File: src/rtl/iirdf1_pkg.sv
// Shared constants and types for the direct form I IIR filter.
package iirdf1_pkg;

    localparam int COEF_BITS    = 24;
    localparam int CFG_BITS     = 2 * COEF_BITS;
    localparam int CFG_IDX_BITS = 3;

    localparam logic [CFG_IDX_BITS-1:0] REG_FF0_FF1 = 3'd0;
    localparam logic [CFG_IDX_BITS-1:0] REG_FF2_FF3 = 3'd1;
    localparam logic [CFG_IDX_BITS-1:0] REG_FF4_FB1 = 3'd2;
    localparam logic [CFG_IDX_BITS-1:0] REG_FB2_FB3 = 3'd3;
    localparam logic [CFG_IDX_BITS-1:0] REG_FB4     = 3'd4;

    localparam int HIST_DEPTH = 4;
    localparam int HIST_AW    = $clog2(HIST_DEPTH);

    // nine taps per item: ff0..ff4 then fb1..fb4
    localparam int TAP_CNT = 9;
    localparam int TAP_W   = $clog2(TAP_CNT);
    localparam logic [TAP_W-1:0] FB_FIRST_TAP = 4'd5;

    localparam int DEF_FF_TAPS        = 5;
    localparam int DEF_FB_TAPS        = 5;
    localparam int DEF_SAMPLE_BITS    = 24;
    localparam int DEF_COEF_FRAC_BITS = 20;

    localparam logic CMD_FILTER = 1'b0;
    localparam logic CMD_CLEAR  = 1'b1;

    typedef struct packed {
        logic vld;
        logic first;
        logic last;
        logic use_x;
        logic use_fb;
    } mac_ctrl_t;

endpackage

File: src/rtl/iirdf1_hist_mem.sv
// History memory with per-entry valid bits; invalid entries read as zero.
module iirdf1_hist_mem
    import iirdf1_pkg::*;
#(
    parameter int DATA_W = DEF_SAMPLE_BITS
) (
    input  logic               aclk,
    input  logic               aresetn,
    input  logic               clear,
    input  logic               wr_en,
    input  logic [HIST_AW-1:0] wr_addr,
    input  logic [DATA_W-1:0]  wr_data,
    input  logic [HIST_AW-1:0] rd_addr,
    output logic [DATA_W-1:0]  rd_data
);

    logic [DATA_W-1:0]     ram [HIST_DEPTH];
    logic [HIST_DEPTH-1:0] vld_reg;
    logic [DATA_W-1:0]     rd_data_reg;

    always_ff @(posedge aclk) begin
        if (!aresetn) begin
            vld_reg <= '0;
        end else if (clear) begin
            vld_reg <= '0;
        end else if (wr_en) begin
            vld_reg[wr_addr] <= 1'b1;
        end
    end

    always_ff @(posedge aclk) begin
        if (wr_en) begin
            ram[wr_addr] <= wr_data;
        end
        rd_data_reg <= vld_reg[rd_addr] ? ram[rd_addr] : '0;
    end

    assign rd_data = rd_data_reg;

endmodule

File: src/rtl/iirdf1_cfg.sv
// Coefficient registers and per-tap coefficient select.
module iirdf1_cfg
    import iirdf1_pkg::*;
#(
    parameter int FF_TAPS        = DEF_FF_TAPS,
    parameter int FB_TAPS        = DEF_FB_TAPS,
    parameter int COEF_FRAC_BITS = DEF_COEF_FRAC_BITS
) (
    input  logic                        aclk,
    input  logic                        aresetn,
    input  logic                        cfg_wr,
    input  logic [CFG_IDX_BITS-1:0]     cfg_index,
    input  logic [CFG_BITS-1:0]         cfg_data,
    input  logic [TAP_W-1:0]            tap,
    output logic signed [COEF_BITS-1:0] coef
);

    logic [CFG_BITS-1:0]  ff01_reg;
    logic [CFG_BITS-1:0]  ff23_reg;
    logic [CFG_BITS-1:0]  ff4fb1_reg;
    logic [CFG_BITS-1:0]  fb23_reg;
    logic [COEF_BITS-1:0] fb4_reg;
    logic [COEF_BITS-1:0] coef_sel;
    logic [COEF_BITS-1:0] coef_next;
    logic [COEF_BITS-1:0] coef_reg;
    logic [TAP_W-1:0]     fb_idx;
    logic                 tap_used;

    always_ff @(posedge aclk) begin
        if (!aresetn) begin
            ff01_reg   <= CFG_BITS'(1) << COEF_FRAC_BITS;
            ff23_reg   <= '0;
            ff4fb1_reg <= '0;
            fb23_reg   <= '0;
            fb4_reg    <= '0;
        end else if (cfg_wr) begin
            case (cfg_index)
                REG_FF0_FF1: ff01_reg   <= cfg_data;
                REG_FF2_FF3: ff23_reg   <= cfg_data;
                REG_FF4_FB1: ff4fb1_reg <= cfg_data;
                REG_FB2_FB3: fb23_reg   <= cfg_data;
                REG_FB4:     fb4_reg    <= cfg_data[COEF_BITS-1:0];
                default: ;
            endcase
        end
    end

    always_comb begin
        case (tap)
            4'd0:    coef_sel = ff01_reg[COEF_BITS-1:0];
            4'd1:    coef_sel = ff01_reg[CFG_BITS-1:COEF_BITS];
            4'd2:    coef_sel = ff23_reg[COEF_BITS-1:0];
            4'd3:    coef_sel = ff23_reg[CFG_BITS-1:COEF_BITS];
            4'd4:    coef_sel = ff4fb1_reg[COEF_BITS-1:0];
            4'd5:    coef_sel = ff4fb1_reg[CFG_BITS-1:COEF_BITS];
            4'd6:    coef_sel = fb23_reg[COEF_BITS-1:0];
            4'd7:    coef_sel = fb23_reg[CFG_BITS-1:COEF_BITS];
            4'd8:    coef_sel = fb4_reg;
            default: coef_sel = '0;
        endcase
    end

    // feedback tap k sits at position k + FB_FIRST_TAP - 1
    assign fb_idx   = tap - (FB_FIRST_TAP - TAP_W'(1));
    assign tap_used = (tap < FB_FIRST_TAP) ? (tap < TAP_W'(FF_TAPS))
                                           : (fb_idx < TAP_W'(FB_TAPS));
    assign coef_next = tap_used ? coef_sel : '0;

    always_ff @(posedge aclk) begin
        coef_reg <= coef_next;
    end

    assign coef = $signed(coef_reg);

endmodule

File: src/rtl/iirdf1_mac.sv
// Shared multiply-accumulate with floor shift and saturation.
module iirdf1_mac
    import iirdf1_pkg::*;
#(
    parameter int SAMPLE_BITS    = DEF_SAMPLE_BITS,
    parameter int COEF_FRAC_BITS = DEF_COEF_FRAC_BITS
) (
    input  logic                          aclk,
    input  logic                          aresetn,
    input  mac_ctrl_t                     ctrl,
    input  logic signed [COEF_BITS-1:0]   coef,
    input  logic signed [SAMPLE_BITS-1:0] x,
    input  logic signed [SAMPLE_BITS-1:0] in_hist,
    input  logic signed [SAMPLE_BITS-1:0] out_hist,
    output logic                          done,
    output logic signed [SAMPLE_BITS-1:0] y
);

    localparam int PROD_W = COEF_BITS + SAMPLE_BITS;
    localparam int ACC_W  = PROD_W + 4;
    localparam logic signed [ACC_W-1:0] SAT_MAX = (ACC_W'(1) << (SAMPLE_BITS - 1)) - ACC_W'(1);
    localparam logic signed [ACC_W-1:0] SAT_MIN = ~SAT_MAX;

    logic signed [SAMPLE_BITS-1:0] operand;
    logic signed [PROD_W-1:0]      prod_next;
    logic signed [PROD_W-1:0]      prod_reg;
    mac_ctrl_t                     ctrl1_reg;
    logic signed [ACC_W-1:0]       acc_base;
    logic signed [ACC_W-1:0]       prod_ext;
    logic signed [ACC_W-1:0]       acc_next;
    logic signed [ACC_W-1:0]       acc_reg;
    logic                          done_reg;
    logic signed [ACC_W-1:0]       shifted;
    logic signed [ACC_W-1:0]       sat;

    assign operand   = ctrl.use_x ? x : (ctrl.use_fb ? out_hist : in_hist);
    assign prod_next = coef * operand;

    assign acc_base = ctrl1_reg.first ? '0 : acc_reg;
    assign prod_ext = ACC_W'(prod_reg);
    assign acc_next = ctrl1_reg.use_fb ? (acc_base - prod_ext) : (acc_base + prod_ext);

    always_ff @(posedge aclk) begin
        if (!aresetn) begin
            ctrl1_reg <= '0;
            done_reg  <= 1'b0;
        end else begin
            ctrl1_reg <= ctrl;
            done_reg  <= ctrl1_reg.vld && ctrl1_reg.last;
        end
    end

    always_ff @(posedge aclk) begin
        prod_reg <= prod_next;
        if (ctrl1_reg.vld) begin
            acc_reg <= acc_next;
        end
    end

    assign shifted = acc_reg >>> COEF_FRAC_BITS;
    assign sat     = (shifted > SAT_MAX) ? SAT_MAX :
                     (shifted < SAT_MIN) ? SAT_MIN : shifted;

    assign done = done_reg;
    assign y    = sat[SAMPLE_BITS-1:0];

endmodule

File: src/rtl/iir_direct_form_one_filter.sv
// Direct form I IIR filter top level: tap sequencer, history memories and MAC.
// One item is handled at a time: each filter item makes a nine-tap pass through the single
// multiplier and the history memories' single read port.
// Reset: synchronous, active low; histories read as zero, ff0 = 1.0, others zero.
// A clear item invalidates both histories together and returns a zero sample.
module iir_direct_form_one_filter
    import iirdf1_pkg::*;
#(
    parameter int FF_TAPS        = DEF_FF_TAPS,
    parameter int FB_TAPS        = DEF_FB_TAPS,
    parameter int SAMPLE_BITS    = DEF_SAMPLE_BITS,
    parameter int COEF_FRAC_BITS = DEF_COEF_FRAC_BITS
) (
    input  logic                          aclk,
    input  logic                          aresetn,
    input  logic                          s_valid,
    output logic                          s_ready,
    input  logic                          s_command,
    input  logic signed [SAMPLE_BITS-1:0] s_sample_in,
    output logic                          m_valid,
    input  logic                          m_ready,
    output logic signed [SAMPLE_BITS-1:0] m_sample_out,
    input  logic                          cfg_valid,
    output logic                          cfg_ready,
    input  logic [CFG_IDX_BITS-1:0]       cfg_index,
    input  logic [CFG_BITS-1:0]           cfg_data
);

    typedef enum logic [1:0] {
        S_IDLE,
        S_RUN,
        S_WAIT,
        S_DONE
    } state_t;

    state_t                 state_reg, state_next;
    logic [TAP_W-1:0]       tap_reg, tap_next;
    logic [HIST_AW-1:0]     ptr_reg, ptr_next;
    logic                   cmd_reg, cmd_next;
    logic [SAMPLE_BITS-1:0] x_reg, x_next;
    mac_ctrl_t              ctrl_reg, ctrl_next;
    logic                   m_valid_reg, m_valid_next;
    logic [SAMPLE_BITS-1:0] m_data_reg, m_data_next;

    logic                   wr_en;
    logic                   hist_clear;
    logic [TAP_W-1:0]       hist_idx;
    logic [HIST_AW-1:0]     rd_addr;
    logic [SAMPLE_BITS-1:0] in_hist;
    logic [SAMPLE_BITS-1:0] out_hist;
    logic signed [COEF_BITS-1:0]   coef;
    logic                   mac_done;
    logic signed [SAMPLE_BITS-1:0] mac_y;

    // most recent entry sits just below the write pointer
    assign hist_idx = (tap_reg < FB_FIRST_TAP) ? (tap_reg - TAP_W'(1))
                                               : (tap_reg - FB_FIRST_TAP);
    assign rd_addr  = ptr_reg - HIST_AW'(1) - hist_idx[HIST_AW-1:0];

    always_comb begin
        state_next   = state_reg;
        tap_next     = tap_reg;
        ptr_next     = ptr_reg;
        cmd_next     = cmd_reg;
        x_next       = x_reg;
        ctrl_next    = '0;
        m_valid_next = m_valid_reg && !m_ready;
        m_data_next  = m_data_reg;
        wr_en        = 1'b0;
        hist_clear   = 1'b0;
        case (state_reg)
            S_IDLE: begin
                if (s_valid) begin
                    cmd_next   = s_command;
                    x_next     = s_sample_in;
                    tap_next   = '0;
                    state_next = (s_command == CMD_CLEAR) ? S_DONE : S_RUN;
                end
            end
            S_RUN: begin
                ctrl_next.vld    = 1'b1;
                ctrl_next.first  = (tap_reg == '0);
                ctrl_next.last   = (tap_reg == TAP_W'(TAP_CNT - 1));
                ctrl_next.use_x  = (tap_reg == '0);
                ctrl_next.use_fb = (tap_reg >= FB_FIRST_TAP);
                tap_next         = tap_reg + TAP_W'(1);
                if (tap_reg == TAP_W'(TAP_CNT - 1)) begin
                    state_next = S_WAIT;
                end
            end
            S_WAIT: begin
                if (mac_done) begin
                    state_next = S_DONE;
                end
            end
            S_DONE: begin
                if (!m_valid_reg || m_ready) begin
                    m_valid_next = 1'b1;
                    if (cmd_reg == CMD_CLEAR) begin
                        m_data_next = '0;
                        hist_clear  = 1'b1;
                    end else begin
                        m_data_next = mac_y;
                        wr_en       = 1'b1;
                        ptr_next    = ptr_reg + HIST_AW'(1);
                    end
                    state_next = S_IDLE;
                end
            end
            default: state_next = S_IDLE;
        endcase
    end

    always_ff @(posedge aclk) begin
        if (!aresetn) begin
            state_reg   <= S_IDLE;
            tap_reg     <= '0;
            ptr_reg     <= '0;
            cmd_reg     <= CMD_FILTER;
            ctrl_reg    <= '0;
            m_valid_reg <= 1'b0;
        end else begin
            state_reg   <= state_next;
            tap_reg     <= tap_next;
            ptr_reg     <= ptr_next;
            cmd_reg     <= cmd_next;
            ctrl_reg    <= ctrl_next;
            m_valid_reg <= m_valid_next;
        end
        x_reg      <= x_next;
        m_data_reg <= m_data_next;
    end

    assign s_ready      = (state_reg == S_IDLE);
    assign m_valid      = m_valid_reg;
    assign m_sample_out = m_data_reg;
    assign cfg_ready    = 1'b1;

    iirdf1_cfg #(
        .FF_TAPS        (FF_TAPS),
        .FB_TAPS        (FB_TAPS),
        .COEF_FRAC_BITS (COEF_FRAC_BITS)
    ) u_cfg (
        .aclk      (aclk),
        .aresetn   (aresetn),
        .cfg_wr    (cfg_valid),
        .cfg_index (cfg_index),
        .cfg_data  (cfg_data),
        .tap       (tap_reg),
        .coef      (coef)
    );

    iirdf1_hist_mem #(
        .DATA_W (SAMPLE_BITS)
    ) u_in_hist (
        .aclk    (aclk),
        .aresetn (aresetn),
        .clear   (hist_clear),
        .wr_en   (wr_en),
        .wr_addr (ptr_reg),
        .wr_data (x_reg),
        .rd_addr (rd_addr),
        .rd_data (in_hist)
    );

    iirdf1_hist_mem #(
        .DATA_W (SAMPLE_BITS)
    ) u_out_hist (
        .aclk    (aclk),
        .aresetn (aresetn),
        .clear   (hist_clear),
        .wr_en   (wr_en),
        .wr_addr (ptr_reg),
        .wr_data (mac_y),
        .rd_addr (rd_addr),
        .rd_data (out_hist)
    );

    iirdf1_mac #(
        .SAMPLE_BITS    (SAMPLE_BITS),
        .COEF_FRAC_BITS (COEF_FRAC_BITS)
    ) u_mac (
        .aclk     (aclk),
        .aresetn  (aresetn),
        .ctrl     (ctrl_reg),
        .coef     (coef),
        .x        ($signed(x_reg)),
        .in_hist  ($signed(in_hist)),
        .out_hist ($signed(out_hist)),
        .done     (mac_done),
        .y        (mac_y)
    );

endmodule

File: config.mk
export PLATFORM = sky130hd
export DESIGN_NAME = iir_direct_form_one_filter
export DESIGN_NICKNAME = d
export VERILOG_FILES = /design/src/rtl/iirdf1_pkg.sv /design/src/rtl/iirdf1_hist_mem.sv /design/src/rtl/iirdf1_cfg.sv /design/src/rtl/iirdf1_mac.sv /design/src/rtl/iir_direct_form_one_filter.sv
export SDC_FILE = /design/constraint.sdc
export NUM_CORES = 2
export LEC_CHECK = 0
export ABC_AREA = 1
export BUFFER_PORTS_ARGS = -buffer_cell sky130_fd_sc_hd__buf_2
export CAP_MARGIN = 20
export CORE_MARGIN = 10
export CORE_UTILIZATION = 45
export CTS_CLUSTER_SIZE = 12
export DETAILED_ROUTE_END_ITERATION = 8
export GPL_TIMING_DRIVEN = 0
export PLACE_DENSITY = 0.59
export SKIP_CTS_REPAIR_TIMING = 1
export SYNTH_ARGS = -nofsm -noshare
export SYNTH_HDL_FRONTEND = slang
export SYNTH_SLANG_ARGS = --single-unit
File: constraint.sdc
create_clock -name aclk -period 8.2 [get_ports aclk]
set_input_delay 0.82 -clock aclk [delete_from_list [all_inputs] [get_ports aclk]]
set_output_delay 0.82 -clock aclk [all_outputs]
set_load 0.02 [all_outputs]
==> flow_summary.json <==
{
  "status": "finished, final reports clean",
  "die_area_sq_mm": 0.129,
  "num-nets-final": 7454,
  "cts_buffer_depth": 3,
  "synth_ff_type": "dfxtp_1",
  "hold_viol": 0,
  "tightest_slew_ps": 1180,
  "htree_levels": 3,
  "slew_headroom_pct": 21.5,
  "clk_latency_ps": 680,
  "seqPwrFrac_pct": 20.6,
  "critPathMaxFanout": 10,
  "layout_setup_ws_ps": 164,
  "setup_tns_ps": 0,
  "placed_cells": 7973,
  "synth_cell_types": 50,
  "switching_share_pct": 51.7,
  "peakVddDrop_mv": 0.308,
  "p_switching_mw": 11.0,
  "crit_required_ps": 8730,
  "grt_overflow_total": 0,
  "grt_max_degree": 37,
  "cts_sinks": 655,
  "ant_nets": 0,
  "antenna_found_initial": 4,
  "max_freq_ghz": 0.124,
  "layout-drive-gt1-share_pct": 5.74,
  "setup_viol": 0,
  "vias_per_cell": 5.30,
  "vias": 43100,
  "max_cap_viol_count": 0,
  "path_class": "reg -> reg",
  "final_cells": 8135,
  "portBuffers": 105,
  "root_buffer": "clkbuf_16",
  "synth_edf_count": 292,
  "finalPower_mw": 21.2,
  "ios": 108,
  "drt-total-wl_mm": 181,
  "post-route-drc-count": 0,
  "grt_pass1_wl_mm": 269,
  "async_reset_ff_share_pct": 0,
  "place.gp.congestion": 1.02,
  "start_kind": "register",
  "clkTransAtPathRegs_ps": 60,
  "initial_core_util_pct": 45.3,
  "pwr-share-clk_pct": 15.8,
  "drt_iter0_drc": 4071,
  "cts_tree": "built",
  "min-delay-path-class": "in -> reg",
  "avgSynthCellArea_sq_um": 8.14,
  "synth_seq_area_share_pct": 31.1,
  "pre_cts_ws_ps": -1350,
  "p_leak_nw": 27.0,
  "fp.dieW_um": 359,
  "syn_inst": 6341,
  "cts_buffers": 76,
  "worstPathArrival_ps": 8570,
  "cp-end-kind": "register",
  "wl_per_cell_um": 22.3,
  "synth_nets": 7233,
  "dp_hpwl_mm": 145,
  "synthesis.area_sq_mm": 0.0516,
  "synth-seq-cells": 655,
  "drv_slew": 0,
  "finalClockSkew_ps": 41.5,
  "p_int_mw": 10.2,
  "firstDrtPassIters": 9,
  "rsz0062_at_grt": "yes",
  "min_period_over_period_pct": 98.0,
  "rows": 124,
  "n_fill_cell": 11200,
  "grt_pass1_vias": 42600,
  "core-area_sq_mm": 0.114,
  "dieHeight_um": 359,
  "ys_warn_count": 0,
  "fin_crit_ps": 8040,
  "track_usage_pct": 27.9,
  "pwr-share-comb_pct": 63.6,
  "fin_util_pct": 50.1,
  "p_per_area_mw_per_mm2": 371,
  "syn_to_final_growth_pct": 10.7
}
[cells in the mapped netlist (5+ instances only)]
cell type	number	area, sq um
o22ai_1	20	125
o21ai_2	7	61.3
ha_1	203	2540
nor3_1	29	145
o21ai_0	356	1780
a211oi_1	8	60.1
clkinv_1	14	52.6
o21bai_1	21	158
a21o_1	52	390
xor2_1	84	736
o2111ai_1	5	43.8
nor2_1	858	3220
xnor2_1	33	289
o211ai_1	5	37.5
a31oi_1	14	87.6
nor4_1	7	43.8
a21oi_1	323	1620
inv_1	1164	4370
a41oi_1	10	87.6
buf_2	40	200
fa_1	608	12200
buf_1	21	78.8
a221oi_1	7	61.3
clkbuf_1	173	649
nand4_1	48	300
nand2_1	1388	5210
edfxtp_1	292	8770
nand3_1	140	701
dfxtp_1	363	7270
o21ai_1	11	55.1
buf_6	5	56.3
[metrics by stage]
step	hold slack [ps]	area [sq um]
final	325	57100
after global routing	299	57100
after CTS	288	56700
after floorplan	390	51600
after global placement	392	54000
after detailed placement	402	54200
[power groups by stage]
| stage | registers [mW] | clock network [mW] | logic [mW] |
|---|---|---|---|
| 4_1_cts | 4.37 | 3.40 | 13.1 |
| 3_3_place_gp | 4.45 | 0 | 12.9 |
| 3_5_place_dp | 4.44 | 0 | 13.0 |
| 5_1_grt | 4.40 | 3.55 | 14.7 |
| 6_report | 4.37 | 3.36 | 13.5 |
| 2_1_floorplan | 4.32 | 0 | 8.22 |
[routing by layer]
metal	vias to the layer above	part of all wire [%]	global-route usage (%)
li1	20000	-	-
met1	21000	41	37.0
met2	1806	46	44.5
met3	375	8.7	6.21
met4	4	4.3	10.4
met5	-	0.014	0
[final cells by class]
| type | count | area (sq um) | share of cell area, % |
|---|---|---|---|
| Multi-Input combinational cell | 4267 | 30300 | 53.0 |
| Buffer | 239 | 1040 | 1.82 |
| Inverter | 1179 | 4440 | 7.77 |
| Clock buffer | 111 | 2160 | 3.77 |
| Clock inverter | 27 | 343 | 0.600 |
| Timing Repair Buffer | 144 | 941 | 1.65 |
| Tap cell | 1512 | 1890 | 3.31 |
| Sequential cell | 655 | 16000 | 28.1 |
| Antenna cell | 1 | 2.50 | 0.00438 |
[critical path, stage by stage, from the launching register on]
cell and delay [ps]:
dfxtp_2 440, inv_2 80, clkbuf_4 210, o21ai_1 840
clkinv_1 640, buf_2 410, nand2_1 130, fa_1 430
inv_1 90, fa_1 440, fa_1 480, fa_1 520
fa_1 420, fa_1 490, inv_1 50, fa_1 470
inv_1 90, ha_2 440, nand2_1 110, nor2_1 280
nand2_1 180, nor2_2 200, nand4_1 220, nand4_1 160
nand2_1 60
[path summary, 6_finish.rpt]
kind,start,end,slack [ps],depth (start not counted)
worst min-delay path,s_sample_in[7],x_reg[7],320,1
worst max-delay path,ctrl_reg[1],u_mac.prod_reg[40],160,24
worst min register to register,ctrl_reg[4],u_mac.ctrl1_reg[4],410,2
worst max register to register,ctrl_reg[1],u_mac.prod_reg[40],160,24
[logic make-up (layout without fill, tap and decap cells)]
group	count (synthesis)	after routing	synth area share, %
other	1	2	0.00727
xor gates and xnor gates	119	119	2.05
AOI/OAI and AO/OA	847	847	8.97
buffers and inverters	1419	1700	10.5
DFF	655	655	31.1
and+or+nand+nor	2489	2489	18.9
adders and majority gates	811	811	28.5
[cell usage in the layout (no fill, tap or decap), drive strengths merged, types with 7 or more instances in the layout]
cell type  synthesis  routed
inv             1165    1167
nand3            140     140
ha               203     203
nor3              30      30
nor2             862     862
a31oi             14      14
dfxtp            363     363
clkbuf           173     289
clkinv            14      30
nand2           1389    1389
o21ai            374     374
a41oi             10      10
a211oi             8       8
a21o              52      52
nor4               7       7
a21oi            323     323
xnor2             34      34
o22ai             20      20
a221oi             7       7
o21bai            21      21
nand4             48      48
xor2              85      85
fa               608     608
clkinvlp           0       7
buf               67     205
edfxtp           292     292
(Power assumes the default switching activity.)
